<file path="src/hw/rtl/sdda_pkg.sv">
`default_nettype none
// ----------------------------------------------------------------------------
// sdda_pkg
// Shared command codes for the dashed symmetric DDA line rasteriser.
// ----------------------------------------------------------------------------
package sdda_pkg;

    // command carried in the input tuser bit
    localparam logic CMD_LINE = 1'b0;   // latch endpoints, start a new line
    localparam logic CMD_TICK = 1'b1;   // emit the current point, advance one step

endpackage : sdda_pkg
`default_nettype wire

</file>
<file path="src/hw/rtl/sdda_setup.sv">
`default_nettype none
// ----------------------------------------------------------------------------
// sdda_setup
// Line setup: step count S (power of two above the larger delta), its log,
// signed per-step increments in fixed point and the start positions.
// ----------------------------------------------------------------------------
module sdda_setup #(
    parameter int COORD_BITS = 10
) (
    input  wire  logic [COORD_BITS-1:0]   i_x_start,
    input  wire  logic [COORD_BITS-1:0]   i_y_start,
    input  wire  logic [COORD_BITS-1:0]   i_x_end,
    input  wire  logic [COORD_BITS-1:0]   i_y_end,
    output logic [COORD_BITS+1:0]         o_x_inc,
    output logic [COORD_BITS+1:0]         o_y_inc,
    output logic [COORD_BITS:0]           o_total_steps,
    output logic [2*COORD_BITS-1:0]       o_x_pos,
    output logic [2*COORD_BITS-1:0]       o_y_pos
);
    import sdda_pkg::*;

    localparam int LG_W = $clog2(COORD_BITS + 1);

    logic signed [COORD_BITS:0]   dx;
    logic signed [COORD_BITS:0]   dy;
    logic        [COORD_BITS-1:0] ax;
    logic        [COORD_BITS-1:0] ay;
    logic        [COORD_BITS-1:0] m;
    logic        [LG_W-1:0]       lg;
    logic        [LG_W-1:0]       sh;
    logic signed [COORD_BITS+1:0] dx_ext;
    logic signed [COORD_BITS+1:0] dy_ext;

    always_comb begin
        dx = $signed({1'b0, i_x_end}) - $signed({1'b0, i_x_start});
        dy = $signed({1'b0, i_y_end}) - $signed({1'b0, i_y_start});
        ax = dx[COORD_BITS] ? COORD_BITS'(-dx) : dx[COORD_BITS-1:0];
        ay = dy[COORD_BITS] ? COORD_BITS'(-dy) : dy[COORD_BITS-1:0];
        m  = (ax > ay) ? ax : ay;

        // bit length of the larger delta; S = 2^lg
        lg = '0;
        for (int k = 0; k < COORD_BITS; k++) begin
            if (m[k]) begin
                lg = LG_W'(k + 1);
            end
        end
        sh = LG_W'(COORD_BITS) - lg;

        dx_ext = {dx[COORD_BITS], dx};
        dy_ext = {dy[COORD_BITS], dy};
    end

    // delta / S in COORD_BITS fraction bits is an exact left shift
    assign o_x_inc       = dx_ext <<< sh;
    assign o_y_inc       = dy_ext <<< sh;
    assign o_total_steps = (COORD_BITS+1)'(1) << lg;
    assign o_x_pos       = {i_x_start, COORD_BITS'(0)};
    assign o_y_pos       = {i_y_start, COORD_BITS'(0)};

endmodule : sdda_setup
`default_nettype wire

</file>
<file path="src/hw/rtl/dashed_symmetric_dda_line.sv">
`default_nettype none
// ----------------------------------------------------------------------------
// dashed_symmetric_dda_line
// Symmetric DDA line rasteriser with a mirrored dash pattern on the points.
// ----------------------------------------------------------------------------
// Path: a tick beat's point passes the input register, then the result
//   register, before it leaves on m_axis.
// Throughput: one beat per cycle while m_axis does not stall; each tick is one accumulator add per axis.
// Reset: synchronous, active low; pipeline empty, no line in progress.
// ----------------------------------------------------------------------------
module dashed_symmetric_dda_line #(
    parameter int COORD_BITS = 10
) (
    input  wire  logic                                   i_clk,
    input  wire  logic                                   i_rst_n,
    input  wire  logic                                   s_axis_tvalid,
    output logic                                         s_axis_tready,
    // x_start, y_start, x_end, y_end (lowest first), zero padded
    input  wire  logic [((4*COORD_BITS+7)/8)*8-1:0]      s_axis_tdata,
    // command
    input  wire  logic                                   s_axis_tuser,
    output logic                                         m_axis_tvalid,
    input  wire  logic                                   m_axis_tready,
    // x_pos, y_pos (lowest first), zero padded
    output logic [((4*COORD_BITS+7)/8)*8-1:0]            m_axis_tdata,
    // plot
    output logic                                         m_axis_tuser,
    output logic                                         m_axis_tlast
);
    import sdda_pkg::*;

    localparam int CB    = COORD_BITS;
    localparam int POS_W = 2 * COORD_BITS;
    localparam int INC_W = COORD_BITS + 2;
    localparam int STP_W = COORD_BITS + 1;
    localparam int DAT_W = ((4 * COORD_BITS + 7) / 8) * 8;

    // input register
    logic                 r_in_valid;
    logic                 r_in_cmd;
    logic [CB-1:0]        r_in_xs;
    logic [CB-1:0]        r_in_ys;
    logic [CB-1:0]        r_in_xe;
    logic [CB-1:0]        r_in_ye;

    // line state
    logic                 r_busy;
    logic [POS_W-1:0]     r_x_acc;
    logic [POS_W-1:0]     r_y_acc;
    logic [INC_W-1:0]     r_x_inc;
    logic [INC_W-1:0]     r_y_inc;
    logic [STP_W-1:0]     r_total;
    logic [STP_W-1:0]     r_index;

    // result register
    logic                 r_out_valid;
    logic [POS_W-1:0]     r_out_x;
    logic [POS_W-1:0]     r_out_y;
    logic                 r_out_plot;
    logic                 r_out_last;

    logic [INC_W-1:0]     su_x_inc;
    logic [INC_W-1:0]     su_y_inc;
    logic [STP_W-1:0]     su_total;
    logic [POS_W-1:0]     su_x_pos;
    logic [POS_W-1:0]     su_y_pos;

    logic                 advance;
    logic                 emit;
    logic                 n_plot;
    logic                 n_last;
    logic [STP_W:0]       index_p1;

    sdda_setup #(
        .COORD_BITS (COORD_BITS)
    ) u_setup (
        .i_x_start     (r_in_xs),
        .i_y_start     (r_in_ys),
        .i_x_end       (r_in_xe),
        .i_y_end       (r_in_ye),
        .o_x_inc       (su_x_inc),
        .o_y_inc       (su_y_inc),
        .o_total_steps (su_total),
        .o_x_pos       (su_x_pos),
        .o_y_pos       (su_y_pos)
    );

    assign advance       = r_in_valid && (!r_out_valid || m_axis_tready);
    assign s_axis_tready = !r_in_valid || advance;
    assign emit          = advance && (r_in_cmd == CMD_TICK) && r_busy;

    always_comb begin
        index_p1 = {1'b0, r_index} + (STP_W+1)'(1);
        n_last   = index_p1 >= {1'b0, r_total};
        // mirrored dash: even steps in the first half, odd steps in the second; a single-step line always plots
        if (r_total == STP_W'(1)) begin
            n_plot = 1'b1;
        end else if (r_index < (r_total >> 1)) begin
            n_plot = !r_index[0];
        end else begin
            n_plot = r_index[0];
        end
    end

    always_ff @(posedge i_clk) begin
        if (!i_rst_n) begin
            r_in_valid  <= 1'b0;
            r_out_valid <= 1'b0;
            r_busy      <= 1'b0;
            r_index     <= '0;
            r_total     <= STP_W'(1);
        end else begin
            if (s_axis_tvalid && s_axis_tready) begin
                r_in_valid <= 1'b1;
                r_in_cmd   <= s_axis_tuser;
                r_in_xs    <= s_axis_tdata[CB-1:0];
                r_in_ys    <= s_axis_tdata[2*CB-1:CB];
                r_in_xe    <= s_axis_tdata[3*CB-1:2*CB];
                r_in_ye    <= s_axis_tdata[4*CB-1:3*CB];
            end else if (advance) begin
                r_in_valid <= 1'b0;
            end

            if (emit) begin
                r_out_valid <= 1'b1;
            end else if (m_axis_tready) begin
                r_out_valid <= 1'b0;
            end

            if (advance && (r_in_cmd == CMD_LINE)) begin
                r_busy  <= 1'b1;
                r_index <= '0;
                r_total <= su_total;
                r_x_inc <= su_x_inc;
                r_y_inc <= su_y_inc;
                r_x_acc <= su_x_pos;
                r_y_acc <= su_y_pos;
            end else if (emit) begin
                r_out_x    <= r_x_acc;
                r_out_y    <= r_y_acc;
                r_out_plot <= n_plot;
                r_out_last <= n_last;
                r_x_acc    <= r_x_acc + {{(POS_W-INC_W){r_x_inc[INC_W-1]}}, r_x_inc};
                r_y_acc    <= r_y_acc + {{(POS_W-INC_W){r_y_inc[INC_W-1]}}, r_y_inc};
                if (n_last) begin
                    r_busy  <= 1'b0;
                    r_index <= '0;
                end else begin
                    r_index <= index_p1[STP_W-1:0];
                end
            end
        end
    end

    assign m_axis_tvalid = r_out_valid;
    assign m_axis_tdata  = DAT_W'({r_out_y, r_out_x});
    assign m_axis_tuser  = r_out_plot;
    assign m_axis_tlast  = r_out_last;

endmodule : dashed_symmetric_dda_line
`default_nettype wire
</file>
<file path="config.mk">
export PLATFORM = sky130hd
export DESIGN_NAME = dashed_symmetric_dda_line
export DESIGN_NICKNAME = d
export VERILOG_FILES = /design/src/hw/rtl/sdda_pkg.sv /design/src/hw/rtl/sdda_setup.sv /design/src/hw/rtl/dashed_symmetric_dda_line.sv
export SDC_FILE = /design/constraint.sdc
export NUM_CORES = 1
export LEC_CHECK = 0
export BUFFER_PORTS_ARGS = -buffer_cell sky130_fd_sc_hd__buf_4
export CELL_PAD_IN_SITES_DETAIL_PLACEMENT = 0
export CELL_PAD_IN_SITES_GLOBAL_PLACEMENT = 1
export CORE_UTILIZATION = 30
export CTS_CLUSTER_SIZE = 25
export DETAILED_ROUTE_END_ITERATION = 8
export PLACE_DENSITY_LB_ADDON = 0.1
export SYNTH_ARGS = -nofsm -noshare
export SYNTH_HDL_FRONTEND = slang
export SYNTH_SLANG_ARGS = --single-unit
</file>
<file path="constraint.sdc">
create_clock -name i_clk -period 6.55 [get_ports i_clk]
set_input_delay 0 -clock i_clk [delete_from_list [all_inputs] [get_ports i_clk]]
set_output_delay 0 -clock i_clk [all_outputs]
set_load 0.01 [all_outputs]
</file>
# Word level (Yosys, flattened, before mapping)
# Index checks and enable logic that the tools add are counted.
# classes
reduce_logical	20
add_sub_neg	8
multipliers	0
shift	3
n_lt_le_gt_ge	3
bitwise_logic	3
n_eq_ne	1
n_mux	26
div	0
# op_table
operator	n
$mux 20	4
$add 20x20->20	2
$mux 10	3
$sshl 11x4->12	2
$sub 10x10->11	2
$neg 10->10	2
$add 11x1->12 const B	1
$ge 12x11->1	1
$mux 3	4
$mux 4	3
$eq 11x1->1 const B	1
$lt 11x10->1	1
$mux 11	1
$shl 1x4->11 const A	1
$gt 10x10->1	1
$mux 1	9
$reduce_and 2->1	4
$reduce_bool 2->1	4
$logic_and 1x1->1	5
$mux 2	2
$sub 4x4->4 const A	1
$logic_not 1->1	3
$not 1->1	3
$reduce_and 3->1	1
2 further kinds	3
# totals
input_bits	45
memories	0
ram_bits	0
latch_bits	0
rom_bits	0
reg_bits	172
output_inout_bits	44

# Longest topological paths before layout
# Gate-level depths: netlist (run 1).
# logic_depth
word_depth	17
ltp_mapped	28
depth_no_buf	26

# Modules after synthesis
# Synthesis (run 1) repeated with hierarchy kept, for this count alone.
# hier_totals
hier_cells	1199
area_unflattened_um2	11955.2
# modules_own_cells
mod	cells_each	seq_area_each_um2	n_inst	area_each_um2
dashed_symmetric_dda_line	690	4914.7	1	8227.9
sdda_setup	509	0.0	1	3727.3

# Least setup slack after synthesis (run 1)
# Ideal clock, no wire load.
# synth_path
kind	register to register
startpoint	reg r_in_ys[0]
endpoint	reg r_x_inc[10] (data pin)
setup_ns	0.269
period_less_slack_ns	6.543
path_stages_with_launch	28
t_arrival_ns	6.275
required_time_ns	6.281
slack_ns	0.007
cell_sequence	edfxtp_1 ha_1 fa_1 nand2b_1 a21oi_1 o31ai_2 a31oi_1 buf_2 a41oi_1 xor2_1 inv_1 ha_1 a21oi_1 o21a_1 inv_1 o21ai_1 clkbuf_1 o311ai_1 o21a_1 nor2b_2 a21o_4 buf_6 ha_1 clkbuf_1 clkbuf_1 mux4_2 mux2i_1 o22ai_1
# synth_via
elab_chain_len	17
# synth_lines
element	line_no	source
start: declaration	dashed_symmetric_dda_line.sv:42	logic [CB-1:0] r_in_ys;
start signal: assignment	dashed_symmetric_dda_line.sv:117	r_in_ys <= s_axis_tdata[2*CB-1:CB];
$sub 10x10->11 *	sdda_setup.sv:36	dy = $signed({1'b0, i_y_end}) - $signed({1'b0, i_y_start});
$neg 10->10	sdda_setup.sv:38	ay = dy[COORD_BITS] ? COORD_BITS'(-dy) : dy[COORD_BITS-1:0];
$mux 10 *	sdda_setup.sv:38	
$gt 10x10->1	sdda_setup.sv:39	m = (ax > ay) ? ax : ay;
$mux 10 *	sdda_setup.sv:39	
$mux 1	sdda_setup.sv:44	if (m[k]) begin
$mux 2 (2 in series)	sdda_setup.sv:44	
$mux 3 (4 in series)	sdda_setup.sv:44	
$mux 4 (2 in series)	sdda_setup.sv:44	
$mux 4 *	sdda_setup.sv:44	
$sub 4x4->4 *	sdda_setup.sv:48	sh = LG_W'(COORD_BITS) - lg;
$sshl 11x4->12 *	sdda_setup.sv:55	assign o_x_inc = dx_ext <<< sh;
named net su_x_inc[10]	dashed_symmetric_dda_line.sv:62	logic [INC_W-1:0] su_x_inc;
end signal: assignment	dashed_symmetric_dda_line.sv:134	r_x_inc <= su_x_inc;
end: declaration	dashed_symmetric_dda_line.sv:50	logic [INC_W-1:0] r_x_inc;
# Mark *: on every way through the listed nets, which the timed path passes. The rest lies on a longest branch.
# A chain may end at the register's enable or synchronous reset.

# Final worst setup path (run 1)
# Same ends and word-level chain as after synthesis.

==> results.toml, run 1 <==
[status]
outcome = "finished clean"

[grt]
grt_overflow = 0
grt_use_met2 = 0.288
grt.met3_usage = 0.0270
grtUsageTotal = 0.165
grtUsageMet1 = 0.209
antenna_found_initial = 0
grt_max_degree = 42
grt_pass1_wl_um = 48800
busiest_layer = "met2"
grt_pass1_vias = 8780

[setup_path]
cp.required_ns = 6.73
critPathLaunchType = "flip-flop"
critical_path_class = "reg2reg"
arrival_ns = 6.34
cp-end-kind = "flip-flop"
critPathMaxFanout = 9
r2r_cells = 26
ff2ff_setup_slack_ns = 0.39

[power_and_ir_drop]
power_leakage_nw = 5.30
vdd_ir_drop_max_v = 0.000407
power_mw = 6.64
pwr_density_cell_mw_per_mm2 = 482

[min_path]
min_path_cells = 2
hold_class = "in2reg"

[final_layout]
final_cell_mix = "edfxtp_1, buf_4, ha_1, nor2_1, a21oi_1"
areaGrowthSynthToFinish_pct = 21.5
fin_nets = 1375
final_common_cell = "edfxtp_1"
drive_gt1_frac = 0.178
finalNonFillerCells = 1746
num_antenna_cells = 0
postLayoutCoreUtil = 0.373
finalInstanceArea_mm2 = 0.0138

[detailed_routing]
drtPass1Iterations = 6
drt_iter0_markers = 340
drc = 0
via_count = 8552
wl_um = 30300
viasPerCell = 4.90
wl_per_cell_um = 17.4
drtAntennaViolNets = 0

[placement]
dpl-instance-area_mm2 = 0.0127
place_hpwl_um = 22300
globalplace.congestion = 0.803
port_buffers = 88
dp_cells = 1669

[yosys]
ys_seq_area_frac = 0.434
yosysWarnings = 0
synth_ff_type = "edfxtp_1"
synth_edf_count = 147
netlist_instances = 1084
synth-compound-area-share = 0.168
syn_avg_cell_area_um2 = 10.5
synthMuxAreaShare = 0.0470
synth_top_family_by_area = "compound AO/OA/AOI/OAI gates"
synthAdderAreaFrac = 0.114
ys_seq_elements = 172
syn_nets = 1230
ys_async_sr_fraction = 0
synth_cell_types = 95
synth-simple-area-share = 0.146
synth_area_mm2 = 0.0113
synth_xor_area_frac = 0.0509

[clocking]
numCtsBuffers = 17
cts_tree = "done"
clock_path_buffers = 2
ctsRootBufferMaster = "clkbuf_16"
clock_latency_ns = 0.44
postCtsSetupRepairBufs = 0
htree_levels = 4
cts.sinks = 172
clkTransAtPathRegs_ns = 0.07

[floorplan]
die_h_um = 196
die_area_mm2 = 0.0385
die_w_um = 196
start_util = 0.307
pin_count = 89
rows = 70
coreArea_mm2 = 0.0369

[sta]
fin_skew_ns = 0.0117
finalSetupViolCount = 0
finalSetupTns_ns = 0
worstMarginPinSlew_ns = 0.978
rsz0062_at_grt = "no"
fmax_mhz = 162
period_minus_slack_ns = 6.16
hold_viol_final = 0
fin_crit_sh = 0.941
maxSlewViolCount = 0
slew_headroom = 0.347

[flow_run]
max_cap_viol_count = 0
## synthesized netlist by cell type, types with 3 or more instances
cell | count | share of area
edfxtp_1 | 147 | 0.39
ha_1 | 97 | 0.11
nor2_1 | 87 | 0.029
a21oi_1 | 84 | 0.037
inv_1 | 71 | 0.024
nand2_1 | 63 | 0.021
o21ai_0 | 48 | 0.021
xnor2_1 | 39 | 0.030
nor3_1 | 28 | 0.012
dfxtp_1 | 25 | 0.044
xor2_1 | 25 | 0.019
nand3_1 | 24 | 0.011
a21o_1 | 23 | 0.015
clkbuf_1 | 21 | 0.0070
mux2i_1 | 19 | 0.017
nand2b_1 | 19 | 0.010
nor2b_1 | 16 | 0.0088
or3_1 | 16 | 0.0088
o22ai_1 | 13 | 0.0072
mux4_2 | 12 | 0.024
a31oi_1 | 11 | 0.0061
and3_1 | 10 | 0.0055
buf_2 | 10 | 0.0044
o21a_1 | 10 | 0.0066
a21boi_0 | 9 | 0.0060
or2_2 | 9 | 0.0050
and2_1 | 8 | 0.0044
nand3b_1 | 8 | 0.0053
o31ai_1 | 8 | 0.0053
o211ai_1 | 7 | 0.0046
a211oi_1 | 5 | 0.0033
nand4_1 | 5 | 0.0028
a2111oi_0 | 4 | 0.0031
a211o_1 | 4 | 0.0031
fa_1 | 4 | 0.0071
mux2_2 | 4 | 0.0040
a311oi_1 | 3 | 0.0023
nand3_2 | 3 | 0.0027
nor3b_1 | 3 | 0.0020
nor4_1 | 3 | 0.0017
o211a_1 | 3 | 0.0027
o211ai_2 | 3 | 0.0033
or2_1 | 3 | 0.0017
## final cells by class
| class | instances | area [um2] |
|---|---|---|
| Fill cell | 3726 | 23100 |
| Multi-Input combinational cell | 801 | 6040 |
| Sequential cell | 172 | 4910 |
| Timing Repair Buffer | 163 | 1340 |
| Tap cell | 504 | 631 |
| Clock buffer | 20 | 437 |
| Inverter | 74 | 285 |
| Clock inverter | 12 | 113 |
## critical path, cell delays in order, from the launching register on
cell	delay (ns)
edfxtp_1	0.43
ha_1	0.23
fa_1	0.42
nand2b_1	0.20
a21oi_1	0.24
xor2_1	0.16
buf_4	0.20
or4_1	0.54
o311ai_2	0.26
o31ai_1	0.12
inv_1	0.07
ha_1	0.23
nand2_1	0.06
o21a_1	0.14
inv_1	0.04
o21ai_1	0.16
buf_4	0.19
nand3b_1	0.12
o2bb2ai_1	0.11
o31a_1	0.15
nor4_4	0.39
nor2_2	0.10
ha_4	0.35
buf_4	0.20
mux4_2	0.52
mux2i_1	0.16
o22ai_1	0.10
## per-layer routing
metal | share of wire | up-vias | wire length, um
li1 | - | 4307 | -
met1 | 0.47 | 4088 | 14100
met2 | 0.49 | 134 | 14900
met3 | 0.028 | 23 | 851
met4 | 0.014 | 0 | 420
met5 | 0 | - | 0
## what timing repair did
action | in CTS | in global routing
setup endpoints to repair | 1 | 24
hold endpoints to repair | 46 | 0
gates resized for setup | 1 | 15
hold buffers | 45 | 0
## final timing paths
path	from	end
max	r_in_ys[0]	r_x_inc[10]
min	s_axis_tdata[31]	r_in_ye[1]
max reg2reg	r_in_ys[0]	r_x_inc[10]
min reg2reg	r_x_acc[16]	r_out_x[16]
## logic make-up (layout without fill, tap and decap cells)
family | after synthesis | count (layout)
flops | 172 | 172
simple gates | 321 | 321
buf+inv | 111 | 269
mux | 37 | 37
xor+xnor | 65 | 65
compound gates | 277 | 277
fa+ha+maj | 101 | 101
## power by group
| group | total [mW] | leakage [nW] | switching (mW) | internal [mW] |
|---|---|---|---|---|
| registers | 1.53 | 1.56 | 0.0489 | 1.48 |
| logic | 4.12 | 3.47 | 2.28 | 1.84 |
| clock network | 0.991 | 0.261 | 0.464 | 0.528 |
| total | 6.64 | 5.30 | 2.79 | 3.85 |
## per-stage QoR
step / setup WS [ns] / hold WS [ns]
2_1_floorplan: 0.00655 / 0.0989
3_3_place_gp: 0.147 / 0.179
3_5_place_dp: 0.0325 / 0.180
4_1_cts: 0.0730 / 0.237
5_1_grt: 0.00431 / 0.258
6_report: 0.385 / 0.273
## registers in the layout, indices dropped and copies added (netlist names), 11 cells and up
signal	cells
r_index	11
r_y_acc	20
r_total	11
r_x_acc	20
r_out_y	20
r_y_inc	12
r_out_x	20
r_x_inc	12
Note: power is estimated with default switching activity, not from simulation.
==> run 2: changes to the inputs <==
- SETUP_SLACK_MARGIN: not set -> 0.5
==> results.toml, run 2 (same netlist as run 1, synthesis figures left out) <==
[sta]
whs_ns = 0.261
rsz0062_at_grt = "no"
fmax_mhz = 172
period_minus_slack_ns = 5.81
finalSetupTns_ns = 0
hold_viol_final = 0
fin_crit_sh = 0.887
worstMarginPinSlew_ns = 0.953
fin_skew_ns = 0.0102
maxSlewViolCount = 0
slew_headroom = 0.349
finalSetupViolCount = 0

[detailed_routing]
wl_met3_um = 895
drt_iter0_markers = 364
drc = 0
drtPass1Iterations = 5
wl_um = 30900
via_count = 8688
met2_length_um = 15200
viasPerCell = 4.88
drtAntennaViolNets = 0
wl_per_cell_um = 17.4
wl_met1_um = 14400
routed.top_layer = "met4"

[grt]
grt_max_degree = 42
grt_pass1_wl_um = 48500
grt_pass1_vias = 8750
grtUsageTotal = 0.164
grt_overflow = 0
antenna_found_initial = 0

[power_and_ir_drop]
power_mw = 7.08
power_leakage_nw = 5.58
pwr_density_cell_mw_per_mm2 = 491
vdd_ir_drop_max_v = 0.000371

[clocking]
cts.sinks = 172
ctsRootBufferMaster = "clkbuf_16"
htree_levels = 4
cts_tree = "done"
clkTransAtPathRegs_ns = 0.07
clock_latency_ns = 0.46
numCtsBuffers = 17
clock_path_buffers = 2

[floorplan]
pin_count = 89
die_h_um = 196
die_w_um = 196
start_util = 0.307
coreArea_mm2 = 0.0369
rows = 70
die_area_mm2 = 0.0385

[status]
outcome = "finished clean"

[min_path]
hold_class = "in2reg"

[setup_path]
critPathMaxFanout = 8
critical_path_class = "reg2reg"
arrival_ns = 6.00
critPathLaunchType = "flip-flop"
cp-end-kind = "flip-flop"
cp.required_ns = 6.74

[final_layout]
final_cell_mix = "buf_4, edfxtp_1, ha_1, nor2_1, a21oi_1"
areaGrowthSynthToFinish_pct = 27.4
num_antenna_cells = 0
drive_gt1_frac = 0.234
fin_nets = 1408

[placement]
globalplace.congestion = 0.809
place_hpwl_um = 22500
port_buffers = 88

[flow_run]
max_cap_viol_count = 0
-- run 2: power by group --
group	leakage, nW	internal [mW]	switching (mW)
logic	3.73	2.10	2.39
clock network	0.287	0.605	0.463
registers	1.56	1.48	0.0489
total	5.58	4.18	2.90
-- run 2: final timing paths --
kind | start | to | slack, ns | cells past startpoint
setup / recovery | r_in_ys[1] | r_x_inc[10] | 0.74 | 24
hold / removal | s_axis_tdata[31] | r_in_ye[1] | 0.26 | 2
setup reg to reg | r_in_ys[1] | r_x_inc[10] | 0.74 | 24
hold reg to reg | r_x_acc[18] | r_out_x[18] | 0.46 | 0
-- run 2: cell type report --
class	count	area [um2]
clock buffer	17	425
clock inverter	15	186
fill	3668	22400
inverter	74	288
multi-input combinational	801	6380
sequential	172	4910
tap	504	631
timing repair buffer	196	1610
-- run 2: repair_timing --
item,in CTS,in global routing
pin swaps,2,21
gates resized for setup,18,60
setup buffers,2,30
hold buffers,45,0
endpoints found under the hold margin,46,0
endpoints found under the setup margin,22,24
cloned,0,1
-- run 2: routing by layer --
layer	GRT usage	up-vias
met2	0.287	99
met5	0	-
met1	0.206	4185
met3	0.0298	26
met4	0.0463	0
li1	-	4378
-- run 2: worst max-delay path, stage by stage, from the launching register on --
cell	delay, ns
edfxtp_1	0.49
buf_4	0.19
fa_2	0.41
nand2b_4	0.19
a21oi_4	0.24
buf_4	0.15
nand3_1	0.11
o211a_4	0.20
a41oi_2	0.21
xor2_1	0.23
inv_1	0.07
ha_1	0.31
a21oi_1	0.15
o21a_1	0.17
inv_1	0.06
o21ai_2	0.16
buf_6	0.15
mux2_4	0.34
nor4_4	0.38
nor2_4	0.08
ha_4	0.36
buf_8	0.15
mux4_2	0.49
mux2i_1	0.17
o22ai_1	0.10
-- run 2: through the flow --
step / cells / utilization / setup slack [ns] / cell area (um2)
floorplan: 1084 / - / 0.544 / 11400
global placement: 1669 / 0.345 / 0.208 / 12700
detailed placement: 1669 / 0.345 / 0.0846 / 12700
CTS: 1748 / 0.377 / 0.525 / 13900
global route: 1779 / 0.391 / 0.446 / 14400
finish: 1779 / 0.391 / 0.739 / 14400
==> run 3: changes to the inputs <==
- CORE_UTILIZATION: 30 -> 25
- clock period: 6.55 -> 5 ns (I/O delays scaled with it)
==> results.toml, run 3 (same netlist as run 1, synthesis figures left out) <==
[status]
outcome = "complete, but fails checks"
violations = "setup timing"

[final_layout]
final_cell_mix = "buf_4, edfxtp_1, ha_1, nor2_1, a21oi_1"
fin_nets = 1606
drive_gt1_frac = 0.373
final_common_cell = "buf_4"
areaGrowthSynthToFinish_pct = 47.2
num_antenna_cells = 0
postLayoutCoreUtil = 0.376

[floorplan]
coreArea_mm2 = 0.0444
start_util = 0.255
die_w_um = 215
pin_count = 89
die_h_um = 215
die_area_mm2 = 0.0462
rows = 77

[sta]
fmax_mhz = 178
hold_viol_final = 0
finalSetupViolCount = 29
setup_ws_ns = -0.605
period_minus_slack_ns = 5.61
fin_skew_ns = 0.0142
worstMarginPinSlew_ns = 1.07
slew_headroom = 0.284
rsz0062_at_grt = "yes"
maxSlewViolCount = 0
fin_crit_sh = 1.12

[grt]
grtUsageTotal = 0.156
antenna_found_initial = 0
grt_pass1_wl_um = 55200
grt_pass1_vias = 9898
grt_overflow = 0
grt_max_degree = 42

[setup_path]
r2r_cells = 23
critPathMaxFanout = 7
ff2ff_setup_slack_ns = -0.61
arrival_ns = 5.84
critical_path_class = "reg2reg"
cp-end-kind = "flip-flop"
r2r-end = "r_x_inc[10]"
critPathLaunchType = "flip-flop"
cp.required_ns = 5.24
r2r_start = "r_in_xs[0]"

[clocking]
numCtsBuffers = 17
ctsRootBufferMaster = "clkbuf_16"
cts_tree = "done"
cts.sinks = 172
clkTransAtPathRegs_ns = 0.07
htree_levels = 4
clock_path_buffers = 2
clock_latency_ns = 0.50

[placement]
place_hpwl_um = 25700
port_buffers = 88
globalplace.congestion = 0.813

[min_path]
hp-start = "s_axis_tdata[32]"
hold_class = "in2reg"
hold_end = "r_in_ye[2]"
min_path_cells = 2

[detailed_routing]
via_count = 9424
viasPerCell = 4.56
wl_per_cell_um = 16.9
wl_um = 34800
drtAntennaViolNets = 0
drc = 0
drt_iter0_markers = 386
drtPass1Iterations = 5

[power_and_ir_drop]
pwr_density_cell_mw_per_mm2 = 741
power_leakage_nw = 6.74
power_mw = 12.4
vdd_ir_drop_max_v = 0.000729

[flow_run]
max_cap_viol_count = 0
[run 3: cell count changes in the layout (fill, tap and decap cells not counted), moves of 6 or more]
cell,change
buf_4,+163
buf_6,+31
ha_4,+6
nand2_1,-12
nand2_2,+8
o21ai_0,-11
o21ai_1,+7
[run 3: metal layers]
metal,part of all wire,wire (um),vias up,GRT usage
met5,0,0,-,0
li1,-,-,4797,-
met3,0.024,852,41,0.0292
met1,0.44,15400,4460,0.186
met4,0.026,903,0,0.0643
met2,0.51,17600,126,0.275
[run 3: critical path: stages (launching register included)]
cell and delay (ns):
edfxtp_1 0.39, ha_2 0.21, fa_2 0.34, nand2b_4 0.16, a21o_1 0.19, a211o_1 0.30, nand2b_4 0.18, o41ai_4 0.40
xnor2_2 0.20, ha_4 0.26, a21oi_2 0.13, o21a_1 0.20, inv_2 0.08, o21ai_4 0.20, buf_6 0.13, nand3b_1 0.12
o2bb2ai_2 0.07, o31a_1 0.14, nor4_4 0.33, nor2_2 0.10, ha_4 0.39, mux4_2 0.52, mux2i_1 0.18, o22ai_2 0.11
[run 3: power breakdown]
group          internal, mW  switching (mW)
Sequential             1.93          0.0667
Clock                 0.804           0.670
Combinational          4.85            4.04
[run 3: layout make-up]
class | instances | area, um2
Clock inverter | 15 | 201
Tap cell | 592 | 741
Timing Repair Buffer | 392 | 3230
Fill cell | 4384 | 27700
Multi-Input combinational cell | 802 | 6850
Inverter | 74 | 302
Timing Repair inverter | 1 | 11.3
Clock buffer | 17 | 425
Sequential cell | 172 | 4910
[run 3: metrics by stage]
step	hold WS (ns)	instances	area [um2]	setup slack, ns	setup TNS, ns
2_1_floorplan	0.0989	1084	11600	-0.668	-11.56
3_3_place_gp	0.179	1934	14300	-0.874	-21.22
3_5_place_dp	0.179	1934	14300	-0.976	-24.52
4_1_cts	0.176	2052	16200	-0.584	-11.95
5_1_grt	0.204	2065	16700	-0.840	-20.16
6_report	0.219	2065	16700	-0.605	-11.94
[run 3: worst max path at each step]
stage / to / slack [ns] / cells past startpoint / start
6_report: r_x_inc[10] / -0.61 / 23 / r_in_xs[0]
5_1_grt: r_x_inc[10] / -0.84 / 24 / r_in_xs[0]
4_1_cts: r_y_inc[8] / -0.58 / 26 / r_in_xs[0]
3_5_place_dp: r_x_inc[9] / -0.98 / 23 / r_in_ys[0]
3_3_place_gp: r_x_inc[9] / -0.87 / 23 / r_in_ys[0]
2_1_floorplan: r_x_inc[8] / -0.67 / 25 / r_in_xs[0]
[run 3: timing repair]
action | CTS | global route
cloned | 2 | 0
resized for setup | 109 | 64
buffers inserted | 39 | 13
endpoints found under the setup margin | 35 | 35
hold buffers | 45 | 0
endpoints found under the hold margin | 45 | 0
pin swaps | 47 | 32
